==> src/rtl/pame_pkg.sv <==
`default_nettype none

package pame_pkg;

    localparam int DEF_NUM_POWERS = 32;
    localparam int DEF_COEF_WIDTH = 32;

    localparam int ACT_W       = 3;
    localparam int IN_COEF_W   = 32;
    localparam int IN_POW_W    = 5;
    localparam int OUT_COEF_W  = 32;
    localparam int POW_W       = 6;
    localparam int S_TDATA_W   = 40;
    localparam int M_TDATA_W   = 40;
    localparam int OUT_PAD_W   = M_TDATA_W - OUT_COEF_W - POW_W;

    // multiplier digit: one COEF_WIDTH x DIG_W partial product per cycle unless stalled
    localparam int DIG_W     = 16;
    localparam int DIG_IDX_W = 2;

    typedef enum logic [ACT_W-1:0] {
        ACT_LOAD_A  = 3'd0,
        ACT_LOAD_B  = 3'd1,
        ACT_SUM     = 3'd2,
        ACT_PRODUCT = 3'd3,
        ACT_CLEAR   = 3'd4
    } pame_act_t;

    typedef enum logic [4:0] {
        ST_IDLE  = 5'b00001,
        ST_LOAD  = 5'b00010,
        ST_ISSUE = 5'b00100,
        ST_FLUSH = 5'b01000,
        ST_DRAIN = 5'b10000
    } pame_state_t;

    typedef struct packed {
        logic                 vld;
        logic                 flush;
        logic                 first;
        logic                 lastk;
        logic [DIG_IDX_W-1:0] dig;
        logic [POW_W-1:0]     pow;
    } pame_tag_t;

    typedef struct packed {
        logic             term;
        logic             flush;
        logic [POW_W-1:0] pow;
    } pame_res_t;

endpackage

`default_nettype wire

==> src/rtl/pame_store.sv <==
`default_nettype none

module pame_store #(
    parameter int DEPTH  = pame_pkg::DEF_NUM_POWERS,
    parameter int WIDTH  = pame_pkg::DEF_COEF_WIDTH,
    parameter int ADDR_W = $clog2(DEPTH)
) (
    input  logic              aclk,
    input  logic              aresetn,
    input  logic              clr,
    input  logic              we,
    input  logic [ADDR_W-1:0] waddr,
    input  logic [WIDTH-1:0]  wdata,
    input  logic              re,
    input  logic [ADDR_W-1:0] raddr,
    output logic [WIDTH-1:0]  rdata
);

    logic [WIDTH-1:0] mem_reg [DEPTH];
    logic [DEPTH-1:0] vld_reg;
    logic [WIDTH-1:0] rdata_reg;

    always_ff @(posedge aclk) begin
        if (!aresetn) begin
            vld_reg <= '0;
        end else if (clr) begin
            vld_reg <= '0;
        end else if (we) begin
            vld_reg[waddr] <= 1'b1;
        end
    end

    always_ff @(posedge aclk) begin
        if (we) begin
            mem_reg[waddr] <= wdata;
        end
    end

    // entries never written since reset or clear read as zero
    always_ff @(posedge aclk) begin
        if (re) begin
            rdata_reg <= vld_reg[raddr] ? mem_reg[raddr] : '0;
        end
    end

    assign rdata = rdata_reg;

endmodule

`default_nettype wire

==> src/rtl/pame_mac.sv <==
`default_nettype none

module pame_mac #(
    parameter int COEF_WIDTH = pame_pkg::DEF_COEF_WIDTH
) (
    input  logic                  aclk,
    input  logic                  aresetn,
    input  logic                  stall,
    input  logic                  mode_sum,
    input  pame_pkg::pame_tag_t   t1,
    input  logic [COEF_WIDTH-1:0] a_q,
    input  logic [COEF_WIDTH-1:0] b_q,
    output logic [COEF_WIDTH-1:0] acc,
    output pame_pkg::pame_res_t   t3
);
    import pame_pkg::*;

    localparam int NDIG  = (COEF_WIDTH + DIG_W - 1) / DIG_W;
    localparam int BEXT_W = NDIG * DIG_W;
    localparam int MUL_W  = COEF_WIDTH + DIG_W;

    logic [BEXT_W-1:0]     b_ext;
    logic [DIG_W-1:0]      digit;
    logic [MUL_W-1:0]      mul_full;
    logic [COEF_WIDTH-1:0] prod_mul;
    logic [COEF_WIDTH-1:0] prod_next;
    logic [COEF_WIDTH-1:0] prod_reg;
    logic [COEF_WIDTH-1:0] acc_reg;
    logic [COEF_WIDTH-1:0] acc_next;
    pame_tag_t             t2_reg;
    pame_res_t             t3_reg;
    pame_res_t             t3_next;

    assign b_ext    = BEXT_W'(b_q);
    assign digit    = b_ext[DIG_W*t1.dig +: DIG_W];
    assign mul_full = MUL_W'(a_q) * MUL_W'(digit);
    assign prod_mul = COEF_WIDTH'(mul_full << (DIG_W*t1.dig));
    assign prod_next = mode_sum ? (a_q + b_q) : prod_mul;

    assign acc_next = (t2_reg.first ? '0 : acc_reg) + prod_reg;

    always_comb begin
        t3_next.term  = t2_reg.vld && t2_reg.lastk;
        t3_next.flush = t2_reg.flush;
        t3_next.pow   = t2_reg.pow;
    end

    always_ff @(posedge aclk) begin
        if (!aresetn) begin
            t2_reg <= '0;
            t3_reg <= '0;
        end else if (!stall) begin
            t2_reg <= t1;
            t3_reg <= t3_next;
        end
    end

    always_ff @(posedge aclk) begin
        if (!stall) begin
            prod_reg <= prod_next;
            if (t2_reg.vld) begin
                acc_reg <= acc_next;
            end
        end
    end

    assign acc = acc_reg;
    assign t3  = t3_reg;

endmodule

`default_nettype wire

==> src/rtl/pame_emit.sv <==
`default_nettype none

module pame_emit #(
    parameter int COEF_WIDTH = pame_pkg::DEF_COEF_WIDTH
) (
    input  logic                           aclk,
    input  logic                           aresetn,
    input  pame_pkg::pame_res_t            t3,
    input  logic [COEF_WIDTH-1:0]          acc,
    output logic                           stall,
    output logic                           m_tvalid,
    input  logic                           m_tready,
    output logic [pame_pkg::M_TDATA_W-1:0] m_tdata,
    output logic [0:0]                     m_tuser,
    output logic                           m_tlast
);
    import pame_pkg::*;

    logic signed [COEF_WIDTH-1:0]    acc_s;
    logic signed [COEF_WIDTH+31:0]   acc_ext;
    logic [OUT_COEF_W-1:0]           new_coef;
    logic                            ev_term;
    logic                            need_push;
    logic                            out_free;
    logic                            push;
    logic [OUT_COEF_W-1:0]           push_coef;
    logic [POW_W-1:0]                push_pow;
    logic                            push_tv;
    logic                            push_last;

    logic                  pend_vld_reg, pend_vld_next;
    logic [OUT_COEF_W-1:0] pend_coef_reg;
    logic [POW_W-1:0]      pend_pow_reg;
    logic                  out_vld_reg, out_vld_next;
    logic [OUT_COEF_W-1:0] out_coef_reg;
    logic [POW_W-1:0]      out_pow_reg;
    logic                  out_tv_reg;
    logic                  out_last_reg;

    assign acc_s    = acc;
    assign acc_ext  = acc_s;
    assign new_coef = acc_ext[OUT_COEF_W-1:0];

    // last is known only once the next nonzero term or the sweep end shows up
    assign ev_term   = t3.term && (acc != '0);
    assign need_push = (ev_term && pend_vld_reg) || t3.flush;
    assign out_free  = !out_vld_reg || m_tready;
    assign stall     = need_push && !out_free;
    assign push      = need_push && out_free;

    always_comb begin
        push_coef     = pend_coef_reg;
        push_pow      = pend_pow_reg;
        push_tv       = pend_vld_reg;
        push_last     = t3.flush;
        pend_vld_next = pend_vld_reg;
        if (t3.flush) begin
            if (!pend_vld_reg) begin
                push_coef = '0;
                push_pow  = '0;
            end
            if (!stall) begin
                pend_vld_next = 1'b0;
            end
        end else if (ev_term && !stall) begin
            pend_vld_next = 1'b1;
        end
        if (push) begin
            out_vld_next = 1'b1;
        end else if (m_tready) begin
            out_vld_next = 1'b0;
        end else begin
            out_vld_next = out_vld_reg;
        end
    end

    always_ff @(posedge aclk) begin
        if (!aresetn) begin
            pend_vld_reg <= 1'b0;
            out_vld_reg  <= 1'b0;
        end else begin
            pend_vld_reg <= pend_vld_next;
            out_vld_reg  <= out_vld_next;
        end
    end

    always_ff @(posedge aclk) begin
        if (ev_term && !stall) begin
            pend_coef_reg <= new_coef;
            pend_pow_reg  <= t3.pow;
        end
        if (push) begin
            out_coef_reg <= push_coef;
            out_pow_reg  <= push_pow;
            out_tv_reg   <= push_tv;
            out_last_reg <= push_last;
        end
    end

    assign m_tvalid = out_vld_reg;
    assign m_tdata  = {OUT_PAD_W'(0), out_pow_reg, out_coef_reg};
    assign m_tuser  = out_tv_reg;
    assign m_tlast  = out_last_reg;

endmodule

`default_nettype wire

==> src/rtl/polynomial_add_multiply_engine_core.sv <==
`default_nettype none

// Channel  | Dir | Ports              | Transaction contents
// s_       | in  | tdata[39:0]        | coefficient[31:0], power[36:32]
//          |     | tuser[2:0]         | action[2:0]
// m_       | out | tdata[39:0]        | result_coeff[31:0], result_power[37:32]
//          |     | tuser[0], tlast    | term_valid, last
//
// Load: read-modify-write of the coefficient memory (read on accept, written in ST_LOAD).
// Clear and unused actions stay in idle. Sum: one term per output power.
// Product: NDIG = ceil(COEF_WIDTH/16); one COEF_WIDTH x 16 partial product per cycle
// unless stalled, memory ports read every cycle unless stalled.
// Reset clears the valid bits of both memories at once; no sweep.
// A held m_ output stalls the whole sweep when a result must be pushed; s_tready is high only when idle.

module polynomial_add_multiply_engine_core #(
    parameter int NUM_POWERS = pame_pkg::DEF_NUM_POWERS,
    parameter int COEF_WIDTH = pame_pkg::DEF_COEF_WIDTH
) (
    input  logic                           aclk,
    input  logic                           aresetn,
    input  logic                           s_tvalid,
    output logic                           s_tready,
    input  logic [pame_pkg::S_TDATA_W-1:0] s_tdata,   // coefficient, power, pad
    input  logic [pame_pkg::ACT_W-1:0]     s_tuser,   // action
    output logic                           m_tvalid,
    input  logic                           m_tready,
    output logic [pame_pkg::M_TDATA_W-1:0] m_tdata,   // result_coeff, result_power, pad
    output logic [0:0]                     m_tuser,   // term_valid
    output logic                           m_tlast
);
    import pame_pkg::*;

    localparam int PW   = $clog2(NUM_POWERS);
    localparam int KW   = $clog2(2*NUM_POWERS-1);
    localparam int NDIG = (COEF_WIDTH + DIG_W - 1) / DIG_W;

    pame_state_t state_reg, state_next;

    logic                  accept;
    logic [IN_POW_W-1:0]   in_pow;
    logic [PW-1:0]         in_idx;
    logic                  in_pow_ok;
    logic signed [COEF_WIDTH+31:0] cin_ext;
    logic [COEF_WIDTH-1:0] cin;

    logic [COEF_WIDTH-1:0] coef_reg;
    logic [PW-1:0]         pidx_reg;
    logic                  pw_ok_reg;
    logic                  sel_b_reg;
    logic                  mode_sum_reg, mode_sum_next;

    logic [KW-1:0]        k_reg, k_next, k_dec;
    logic [PW-1:0]        i_reg, i_next;
    logic [DIG_IDX_W-1:0] d_reg, d_next;
    logic [PW-1:0]        cur_lo, cur_hi, nxt_lo;
    logic                 d_last, i_last;

    pame_tag_t t0, t1_reg;
    pame_res_t t3;

    logic                  stall;
    logic                  done;
    logic                  clr;
    logic                  rd_en;
    logic [PW-1:0]         addr_a, addr_b;
    logic [COEF_WIDTH-1:0] a_q, b_q;
    logic [COEF_WIDTH-1:0] wdata;
    logic                  we_a, we_b;
    logic [COEF_WIDTH-1:0] acc;

    function automatic logic [PW-1:0] lo_idx(input logic [KW-1:0] k);
        if (k >= KW'(NUM_POWERS)) begin
            return PW'(k - KW'(NUM_POWERS-1));
        end
        return '0;
    endfunction

    function automatic logic [PW-1:0] hi_idx(input logic [KW-1:0] k);
        if (k < KW'(NUM_POWERS)) begin
            return PW'(k);
        end
        return PW'(NUM_POWERS-1);
    endfunction

    assign s_tready  = (state_reg == ST_IDLE);
    assign accept    = s_tvalid && s_tready;
    assign in_pow    = s_tdata[IN_COEF_W +: IN_POW_W];
    assign in_idx    = in_pow[PW-1:0];
    assign in_pow_ok = {1'b0, in_pow} < (IN_POW_W+1)'(NUM_POWERS);
    assign cin_ext   = $signed(s_tdata[IN_COEF_W-1:0]);
    assign cin       = cin_ext[COEF_WIDTH-1:0];
    assign clr       = accept && (s_tuser == ACT_CLEAR);

    // sequencer: output power k descending, i over the terms feeding it, digit d
    always_comb begin
        k_dec  = k_reg - KW'(1);
        cur_lo = mode_sum_reg ? PW'(k_reg) : lo_idx(k_reg);
        cur_hi = mode_sum_reg ? PW'(k_reg) : hi_idx(k_reg);
        nxt_lo = mode_sum_reg ? PW'(k_dec) : lo_idx(k_dec);
        d_last = mode_sum_reg || (d_reg == DIG_IDX_W'(NDIG-1));
        i_last = (i_reg == cur_hi);

        t0 = '0;
        if (state_reg == ST_ISSUE) begin
            t0.vld   = 1'b1;
            t0.first = (i_reg == cur_lo) && (d_reg == '0);
            t0.lastk = i_last && d_last;
            t0.dig   = d_reg;
            t0.pow   = POW_W'(k_reg);
        end else if (state_reg == ST_FLUSH) begin
            t0.flush = 1'b1;
        end
    end

    always_comb begin
        state_next    = state_reg;
        k_next        = k_reg;
        i_next        = i_reg;
        d_next        = d_reg;
        mode_sum_next = mode_sum_reg;
        unique case (state_reg)
            ST_IDLE: begin
                if (accept) begin
                    priority case (s_tuser)
                        ACT_LOAD_A, ACT_LOAD_B: begin
                            state_next = ST_LOAD;
                        end
                        ACT_SUM: begin
                            mode_sum_next = 1'b1;
                            k_next        = KW'(NUM_POWERS-1);
                            i_next        = PW'(NUM_POWERS-1);
                            d_next        = '0;
                            state_next    = ST_ISSUE;
                        end
                        ACT_PRODUCT: begin
                            mode_sum_next = 1'b0;
                            k_next        = KW'(2*NUM_POWERS-2);
                            i_next        = PW'(NUM_POWERS-1);
                            d_next        = '0;
                            state_next    = ST_ISSUE;
                        end
                        default: begin
                            state_next = ST_IDLE;
                        end
                    endcase
                end
            end
            ST_LOAD: begin
                state_next = ST_IDLE;
            end
            ST_ISSUE: begin
                if (!stall) begin
                    if (!d_last) begin
                        d_next = d_reg + DIG_IDX_W'(1);
                    end else begin
                        d_next = '0;
                        if (!i_last) begin
                            i_next = i_reg + PW'(1);
                        end else if (k_reg == '0) begin
                            state_next = ST_FLUSH;
                        end else begin
                            k_next = k_dec;
                            i_next = nxt_lo;
                        end
                    end
                end
            end
            ST_FLUSH: begin
                if (!stall) begin
                    state_next = ST_DRAIN;
                end
            end
            ST_DRAIN: begin
                if (done) begin
                    state_next = ST_IDLE;
                end
            end
            default: begin
                state_next = ST_IDLE;
            end
        endcase
    end

    always_ff @(posedge aclk) begin
        if (!aresetn) begin
            state_reg <= ST_IDLE;
            t1_reg    <= '0;
        end else begin
            state_reg <= state_next;
            if (!stall) begin
                t1_reg <= t0;
            end
        end
    end

    always_ff @(posedge aclk) begin
        k_reg        <= k_next;
        i_reg        <= i_next;
        d_reg        <= d_next;
        mode_sum_reg <= mode_sum_next;
        if (accept) begin
            coef_reg  <= cin;
            pidx_reg  <= in_idx;
            pw_ok_reg <= in_pow_ok;
            sel_b_reg <= (s_tuser == ACT_LOAD_B);
        end
    end

    assign done   = t3.flush && !stall;
    assign rd_en  = !stall;
    assign addr_a = (state_reg == ST_IDLE) ? in_idx : i_reg;
    assign addr_b = (state_reg == ST_IDLE) ? in_idx :
                    (mode_sum_reg ? i_reg : PW'(k_reg - KW'(i_reg)));
    assign wdata  = (sel_b_reg ? b_q : a_q) + coef_reg;
    assign we_a   = (state_reg == ST_LOAD) && pw_ok_reg && !sel_b_reg;
    assign we_b   = (state_reg == ST_LOAD) && pw_ok_reg && sel_b_reg;

    pame_store #(
        .DEPTH (NUM_POWERS),
        .WIDTH (COEF_WIDTH)
    ) u_store_a (
        .aclk    (aclk),
        .aresetn (aresetn),
        .clr     (clr),
        .we      (we_a),
        .waddr   (pidx_reg),
        .wdata   (wdata),
        .re      (rd_en),
        .raddr   (addr_a),
        .rdata   (a_q)
    );

    pame_store #(
        .DEPTH (NUM_POWERS),
        .WIDTH (COEF_WIDTH)
    ) u_store_b (
        .aclk    (aclk),
        .aresetn (aresetn),
        .clr     (clr),
        .we      (we_b),
        .waddr   (pidx_reg),
        .wdata   (wdata),
        .re      (rd_en),
        .raddr   (addr_b),
        .rdata   (b_q)
    );

    pame_mac #(
        .COEF_WIDTH (COEF_WIDTH)
    ) u_mac (
        .aclk     (aclk),
        .aresetn  (aresetn),
        .stall    (stall),
        .mode_sum (mode_sum_reg),
        .t1       (t1_reg),
        .a_q      (a_q),
        .b_q      (b_q),
        .acc      (acc),
        .t3       (t3)
    );

    pame_emit #(
        .COEF_WIDTH (COEF_WIDTH)
    ) u_emit (
        .aclk     (aclk),
        .aresetn  (aresetn),
        .t3       (t3),
        .acc      (acc),
        .stall    (stall),
        .m_tvalid (m_tvalid),
        .m_tready (m_tready),
        .m_tdata  (m_tdata),
        .m_tuser  (m_tuser),
        .m_tlast  (m_tlast)
    );

    a_stall_needs_held_out: assert property (@(posedge aclk) disable iff (!aresetn)
        stall |-> (m_tvalid && !m_tready))
        else $error("pipeline stalled without a held transaction");

    a_issue_idx_range: assert property (@(posedge aclk) disable iff (!aresetn)
        (state_reg == ST_ISSUE) |-> ((i_reg >= cur_lo) && (i_reg <= cur_hi)))
        else $error("term index outside range for current power");

    a_done_to_idle: assert property (@(posedge aclk) disable iff (!aresetn)
        done |-> (state_reg == ST_DRAIN) ##1 (state_reg == ST_IDLE))
        else $error("sweep end seen outside drain");

    a_idle_pipe_empty: assert property (@(posedge aclk) disable iff (!aresetn)
        ((state_reg == ST_IDLE) || (state_reg == ST_LOAD))
            |-> (!t1_reg.vld && !t1_reg.flush && !t3.term && !t3.flush))
        else $error("sweep token in flight while idle");

endmodule

`default_nettype wire
==> config.mk <==
export PLATFORM = sky130hd
export DESIGN_NAME = polynomial_add_multiply_engine_core
export DESIGN_NICKNAME = d
export VERILOG_FILES = /design/src/rtl/pame_pkg.sv /design/src/rtl/pame_store.sv /design/src/rtl/pame_mac.sv /design/src/rtl/pame_emit.sv /design/src/rtl/polynomial_add_multiply_engine_core.sv
export SDC_FILE = /design/constraint.sdc
export NUM_CORES = 2
export LEC_CHECK = 0
export BUFFER_PORTS_ARGS = -buffer_cell sky130_fd_sc_hd__buf_2
export CORE_ASPECT_RATIO = 0.5
export CORE_MARGIN = 2
export CORE_UTILIZATION = 65
export CTS_CLUSTER_SIZE = 20
export DETAILED_ROUTE_END_ITERATION = 7
export GPL_ROUTABILITY_DRIVEN = 1
export PLACE_DENSITY_LB_ADDON = 0.05
export SYNTH_ARGS = -nofsm -noshare
export SYNTH_HDL_FRONTEND = slang
export SYNTH_SLANG_ARGS = --single-unit
==> constraint.sdc <==
create_clock -name aclk -period 13.58 [get_ports aclk]
set_input_delay 2.716 -clock aclk [delete_from_list [all_inputs] [get_ports aclk]]
set_output_delay 2.716 -clock aclk [all_outputs]
set_load 0.02 [all_outputs]
### After elaboration in Yosys (flattened, before gate mapping)

Memories as Yosys holds them, arrays and structs flattened. A register that Yosys moved wholly into a read port is not among the register bits.
Index checks and enable logic that the tools add are counted.

* RAM bits: 2048
* memories kept: 2
* input bits: 47
* output and inout port bits: 44
* register bits after elaboration: 295

* bitwise logic cells: 4
* add/subtract/negate cells: 9
* mux-type cells: 70
* eq/ne operators: 24
* shift operators: 2
* $lt $le $gt $ge: 7
* reductions and logical operators: 43
* multiply operators: 1

Memory list
* u_store_a.mem_reg: depth 32, bits a word 32, rd ports 1, clocked after Yosys merged registers in 1, wr ports 1, line pame_store.sv:19 `logic [WIDTH-1:0] mem_reg [DEPTH];`
* u_store_b.mem_reg: depth 32, bits a word 32, rd ports 1, clocked after Yosys merged registers in 1, wr ports 1, line pame_store.sv:19

Operator list (number)
* 32-bit two-way mux: 5
* 5-bit two-way mux: 25
* 32-bit adder: 3
* 32-bit bitwise OR: 2
* 32-bit by 16-bit multiplier with 48-bit output: 1
* 48-bit by 6-bit left shift with 32-bit output: 1
* 6-bit two-way mux: 7
* 32-bit nonzero test: 1
* 32-bit by 7-bit indexed part select with 16-bit output: 1
* 6-bit case mux with 2 select lines: 2
* 5-bit case mux with 4 select lines: 1
* 5-bit by 6-bit less-than comparator with 1-bit output (second input constant): 3
* 1-bit two-way mux: 18
* 2-bit != test (second input constant): 8
* 1-bit logical AND: 14
* 7-bit AND reduction: 2
* 6-bit >= comparator (second input constant): 2
* 1-bit binary-select mux with 5-bit select: 2
* 5-bit == test: 2
* 10-bit two-way mux: 1
* 5-bit case mux with 2 select lines: 1
* 5-bit subtractor (second input constant): 2
* 1-bit logical NOT: 8
* 2-bit two-way mux: 4
* 33 further kinds: 44

### Depth between registers and ports, before layout

* depth after elaboration: 10
* depth in mapped cells: 29

### Modules after synthesis

Synthesis repeated with hierarchy kept, for this count alone.

* cells, all modules: 7027
* area total of the unflattened synthesis: 110210.7 µm²

Modules (own cells, without submodules)
* pame_store at u_store_a: times used 1, cells an instance 2092, seq. area each 32351.0 µm², area an instance 41812.6 µm²
* pame_store at u_store_b: times used 1, cells an instance 2092, seq. area each 32351.0 µm², area an instance 41785.1 µm²
* pame_mac: times used 1, cells an instance 2074, seq. area each 2282.2 µm², area an instance 18101.1 µm²
* polynomial_add_multiply_engine_core: times used 1, cells an instance 616, seq. area each 1901.8 µm², area an instance 5675.4 µm²
* pame_emit: times used 1, cells an instance 153, seq. area each 2382.3 µm², area an instance 2836.5 µm²

### Worst setup path after synthesis

Ideal clock, no wire load.

* path type: input-to-reg
* start point: input port m_tready
* end point: register u_mac.acc_reg[0], in the netlist u_mac.acc[0], enable pin
* required time: 13188 ps
* setup time: 392 ps
* stages on the path: 6
* path buffers: 2
* data arrival time: 7196 ps
* path slack: 5992 ps
* cell sequence: nand2b_1 nor2_1 inv_1 clkbuf_1 buf_1 and2_1

* word-level cells in the longest chain between the ends: 5

Ends and longest elaborated chain
* start: declaration: line polynomial_add_multiply_engine_core.sv:27 `input logic m_tready,`
* 1-bit logical OR: line pame_emit.sv:47 `assign out_free = !out_vld_reg || m_tready;`
* 1-bit logical NOT: line pame_emit.sv:48 `assign stall = need_push && !out_free;`
* 1-bit logical AND: line pame_emit.sv:48
* 1-bit NOT (no line)
* 2-bit AND reduction (no line)
* end signal: assignment: line pame_mac.sv:62 `acc_reg <= acc_next;`
* end: declaration: line pame_mac.sv:28 `logic [COEF_WIDTH-1:0] acc_reg;`

Every way passes these cells.
A chain may end at the register's enable or synchronous reset.

### Worst setup path in the final report

* start point: register t1_reg[6] in the netlist's numbering
* end point: register u_mac.prod_reg[30], data pin

* word-level cells in the longest chain between the ends: 4

Ends and longest elaborated chain
* start: declaration: line polynomial_add_multiply_engine_core.sv:59 `pame_tag_t t0, t1_reg;`
* start signal: assignment: line polynomial_add_multiply_engine_core.sv:192 `t1_reg <= t0;`
* 32-bit by 7-bit indexed part select with 16-bit output: line pame_mac.sv:35 `assign digit = b_ext[DIG_W*t1.dig +: DIG_W];`
* 32-bit by 16-bit multiplier with 48-bit output: line pame_mac.sv:36 `assign mul_full = MUL_W'(a_q) * MUL_W'(digit);`
* 48-bit by 6-bit left shift with 32-bit output *: line pame_mac.sv:37 `assign prod_mul = COEF_WIDTH'(mul_full << (DIG_W*t1.dig));`
* 32-bit two-way mux *: line pame_mac.sv:38 `assign prod_next = mode_sum ? (a_q + b_q) : prod_mul;`
* named net u_mac.prod_next[30]: line pame_mac.sv:26 `logic [COEF_WIDTH-1:0] prod_next;`
* end signal: assignment: line pame_mac.sv:60 `prod_reg <= prod_next;`
* end: declaration: line pame_mac.sv:27 `logic [COEF_WIDTH-1:0] prod_reg;`

The timed path passes the listed nets; every way through them passes the cells marked *.

==> impl_metrics.json <==
{
  "cts_resized": 0,
  "synth_xor_area_share_pct": 1.21,
  "setup-violations-final": 0,
  "cts-buffers-inserted": 204,
  "power_density_nw_per_um2": 169,
  "pin_count": 91,
  "grt_pass1_wl_mm": 415,
  "drt-total-wl_mm": 281,
  "clock_path_buffers": 4,
  "cts.sinks": 2407,
  "synth_adder_area_share_pct": 7.46,
  "grt_pass1_vias": 65000,
  "synth_flop_cell": "edfxtp_1",
  "post-cts-setup-buffers": 0,
  "synthTopCellsByArea": "edfxtp_1 (62%), fa_1 (5.6%), mux4_2 (5.3%)",
  "end_kind": "flop",
  "start_util_pct": 65.3,
  "synth.distinct_cells": 94,
  "critPathKind": "flop to flop",
  "critPathArrivalTime_ps": 9150,
  "fmax_mhz": 116,
  "synth-async-reset-ratio_pct": 0,
  "clkSlewWorstSetupHoldPaths_ps": 70,
  "worst_slew_pin_slew_ps": 1280,
  "hold_depth": 0,
  "crit_path_start_kind": "flop",
  "cp_cell_sequence": "buf_4 > mux2i_1 > nor2_1 > buf_4 > nand2_1 > fa_1 > fa_1 > fa_1 > fa_1 > inv_1 > fa_1 > fa_1 > ha_1 > a21o_1 > a21oi_1 > o21a_1 > o21ai_1 > a41oi_1 > o31ai_1 > a21oi_1 > nor3b_1 > a211oi_1 > o22ai_1",
  "rows": 107,
  "p_leak_nw": 41.7,
  "grt_max_degree": 179,
  "rr_worst_depth": 23,
  "synth_most_common_cell": "edfxtp_1",
  "hold_viol": 0,
  "yosysTopAreaCell": "edfxtp_1",
  "drive_gt1_share_pct": 12.9,
  "synth_mux_area_share_pct": 6.52,
  "synth-simple-area-share_pct": 9.25,
  "min_path_type": "flop to flop",
  "rsz0062_at_grt": "false",
  "place.gp.congestion": 0.947,
  "dieHeight_um": 296,
  "grt.total_usage_pct": 32.4,
  "dp.final_hpwl_mm": 163,
  "drcViolationCount": 0,
  "utilization_pct": 71.1,
  "port_buffers": 85,
  "first_iter_violations": 8324,
  "relSlewSlack_pct": 13.7,
  "viasPerCell": 6.50,
  "ys_ff_latch": 2407,
  "fin_nets": 8277,
  "synth_edf_count": 2306,
  "fin_crit_ps": 8590,
  "hold_buffers": 0,
  "drv_slew": 0,
  "synth-warning-count": 0,
  "synthTopCellsByCount": "edfxtp_1 (2306), nand2_1 (1303), inv_1 (377)",
  "ir_drop_mv": 0.153,
  "skew_ps": 85.9,
  "syn_area_um2": 111000,
  "crit_fanout": 41,
  "dieArea_um2": 174000,
  "synth-seq-area-share_pct": 64.3,
  "cp_slowest_cell": "nor2_1",
  "htree_levels": 4,
  "wire_per_inst_um": 27.5,
  "overflow": 0,
  "synth-compound-area-share_pct": 7.92,
  "antenna_found_initial": 11,
  "cts_root_buf": "clkbuf_16",
  "ant_nets": 0,
  "dr.pass1.iters": 6,
  "tns_ps": 0,
  "clock_latency_ps": 880,
  "timing.critical_path.mode_cell": "fa_1",
  "core-area_um2": 170000,
  "num_vias": 66400,
  "area_growth_pct": 8.88,
  "critPathMaxStageDelay_ps": 920,
  "cap_viol_max_count": 0,
  "min_period_over_period_pct": 63.3,
  "critPathRequiredTime_ps": 14140,
  "synth_top_area_share_pct": 62.5,
  "outcome": "completed",
  "cts_tree": "built",
  "synth_top_family_by_area": "simple AND/OR/NAND/NOR gates",
  "syn_area_per_cell_um2": 14.3,
  "die_w_um": 588,
  "syn_inst": 7743
}
## critical path, delay by kind of cell, from the launching register on
family,cells,cell delay (ps)
adders and majority gates,7,3370
DFF,1,310
muxes,1,250
and+or+nand+nor,3,1130
AOI/OAI and AO/OA,9,2270
buffers and inverters,3,940
## stage by stage
stage | power, mW | area (um^2) | hold slack, ps | setup slack [ps] | instances
after CTS | 20.4 | 121000 | 435 | 5160 | 10200
after global placement | 14.6 | 114000 | 420 | 5280 | 9837
after detailed placement | 14.8 | 114000 | 418 | 5160 | 9837
after floorplan | 13.0 | 111000 | 408 | 5990 | 7744
after global routing | 21.2 | 121000 | 449 | 4720 | 10200
final | 20.4 | 121000 | 435 | 4990 | 10200
## cell families after synthesis
kind of cell    after synthesis
compound gates             1216
xor+xnor                    152
fa+ha+maj                   476
buf+inv                     836
flops                      2407
mux                         386
other cells                   1
simple gates               2269
## report_power, final
part           switching, mW  internal (mW)  total [mW]
combinational           3.50           1.49        4.99
clock                   2.59           3.13        5.72
sequential             0.244           9.46        9.70
## routing by layer
layer  track usage (%)  part of all wire, %  vias to the layer above
met5                 0               0.0046                        -
met4              8.48                  2.6                        2
met3              6.89                   11                      501
met2              50.4                   46                     3253
met1              47.3                   41                    34000
li1                  -                    -                    28600
## cell usage in the layout, fill, tap and decap left out, types with 35 or more instances in the layout
cell,count
nor2_1,130
a211oi_2,35
mux2i_1,86
nor2b_1,118
nor3_1,35
xnor2_1,87
o21a_1,125
nand2_1,1303
inv_1,375
nor2_4,69
edfxtp_1,2306
clkinv_1,55
dfxtp_1,100
ha_1,167
mux4_2,263
buf_2,85
a21oi_1,197
clkbuf_16,208
a211oi_1,273
a31oi_1,74
a311oi_1,136
and2_1,312
xor2_1,37
buf_4,163
clkbuf_1,44
a21o_1,39
o21ai_0,78
o211ai_1,140
fa_1,308
nand3_1,172
## cell type report
cell class                 count  area, um^2
timing repair buffer         260        1890
antenna                        5        12.5
fill                       10900       49100
clock buffer                 257        5440
multi-input combinational   4501       36800
sequential                  2407       71300
clock inverter               110         923
inverter                     380        1430
tap                         2289        2860
## path summary, 6_finish.rpt
path | start | endpoint | slack, ps
min reg2reg | u_mac.t3[1] | u_emit.pend_pow_reg[1] | 430
min | u_mac.t3[1] | u_emit.pend_pow_reg[1] | 430
max | t1_reg[6] | u_mac.prod_reg[30] | 4990
max reg2reg | t1_reg[6] | u_mac.prod_reg[30] | 4990
(Power assumes the default switching activity.)
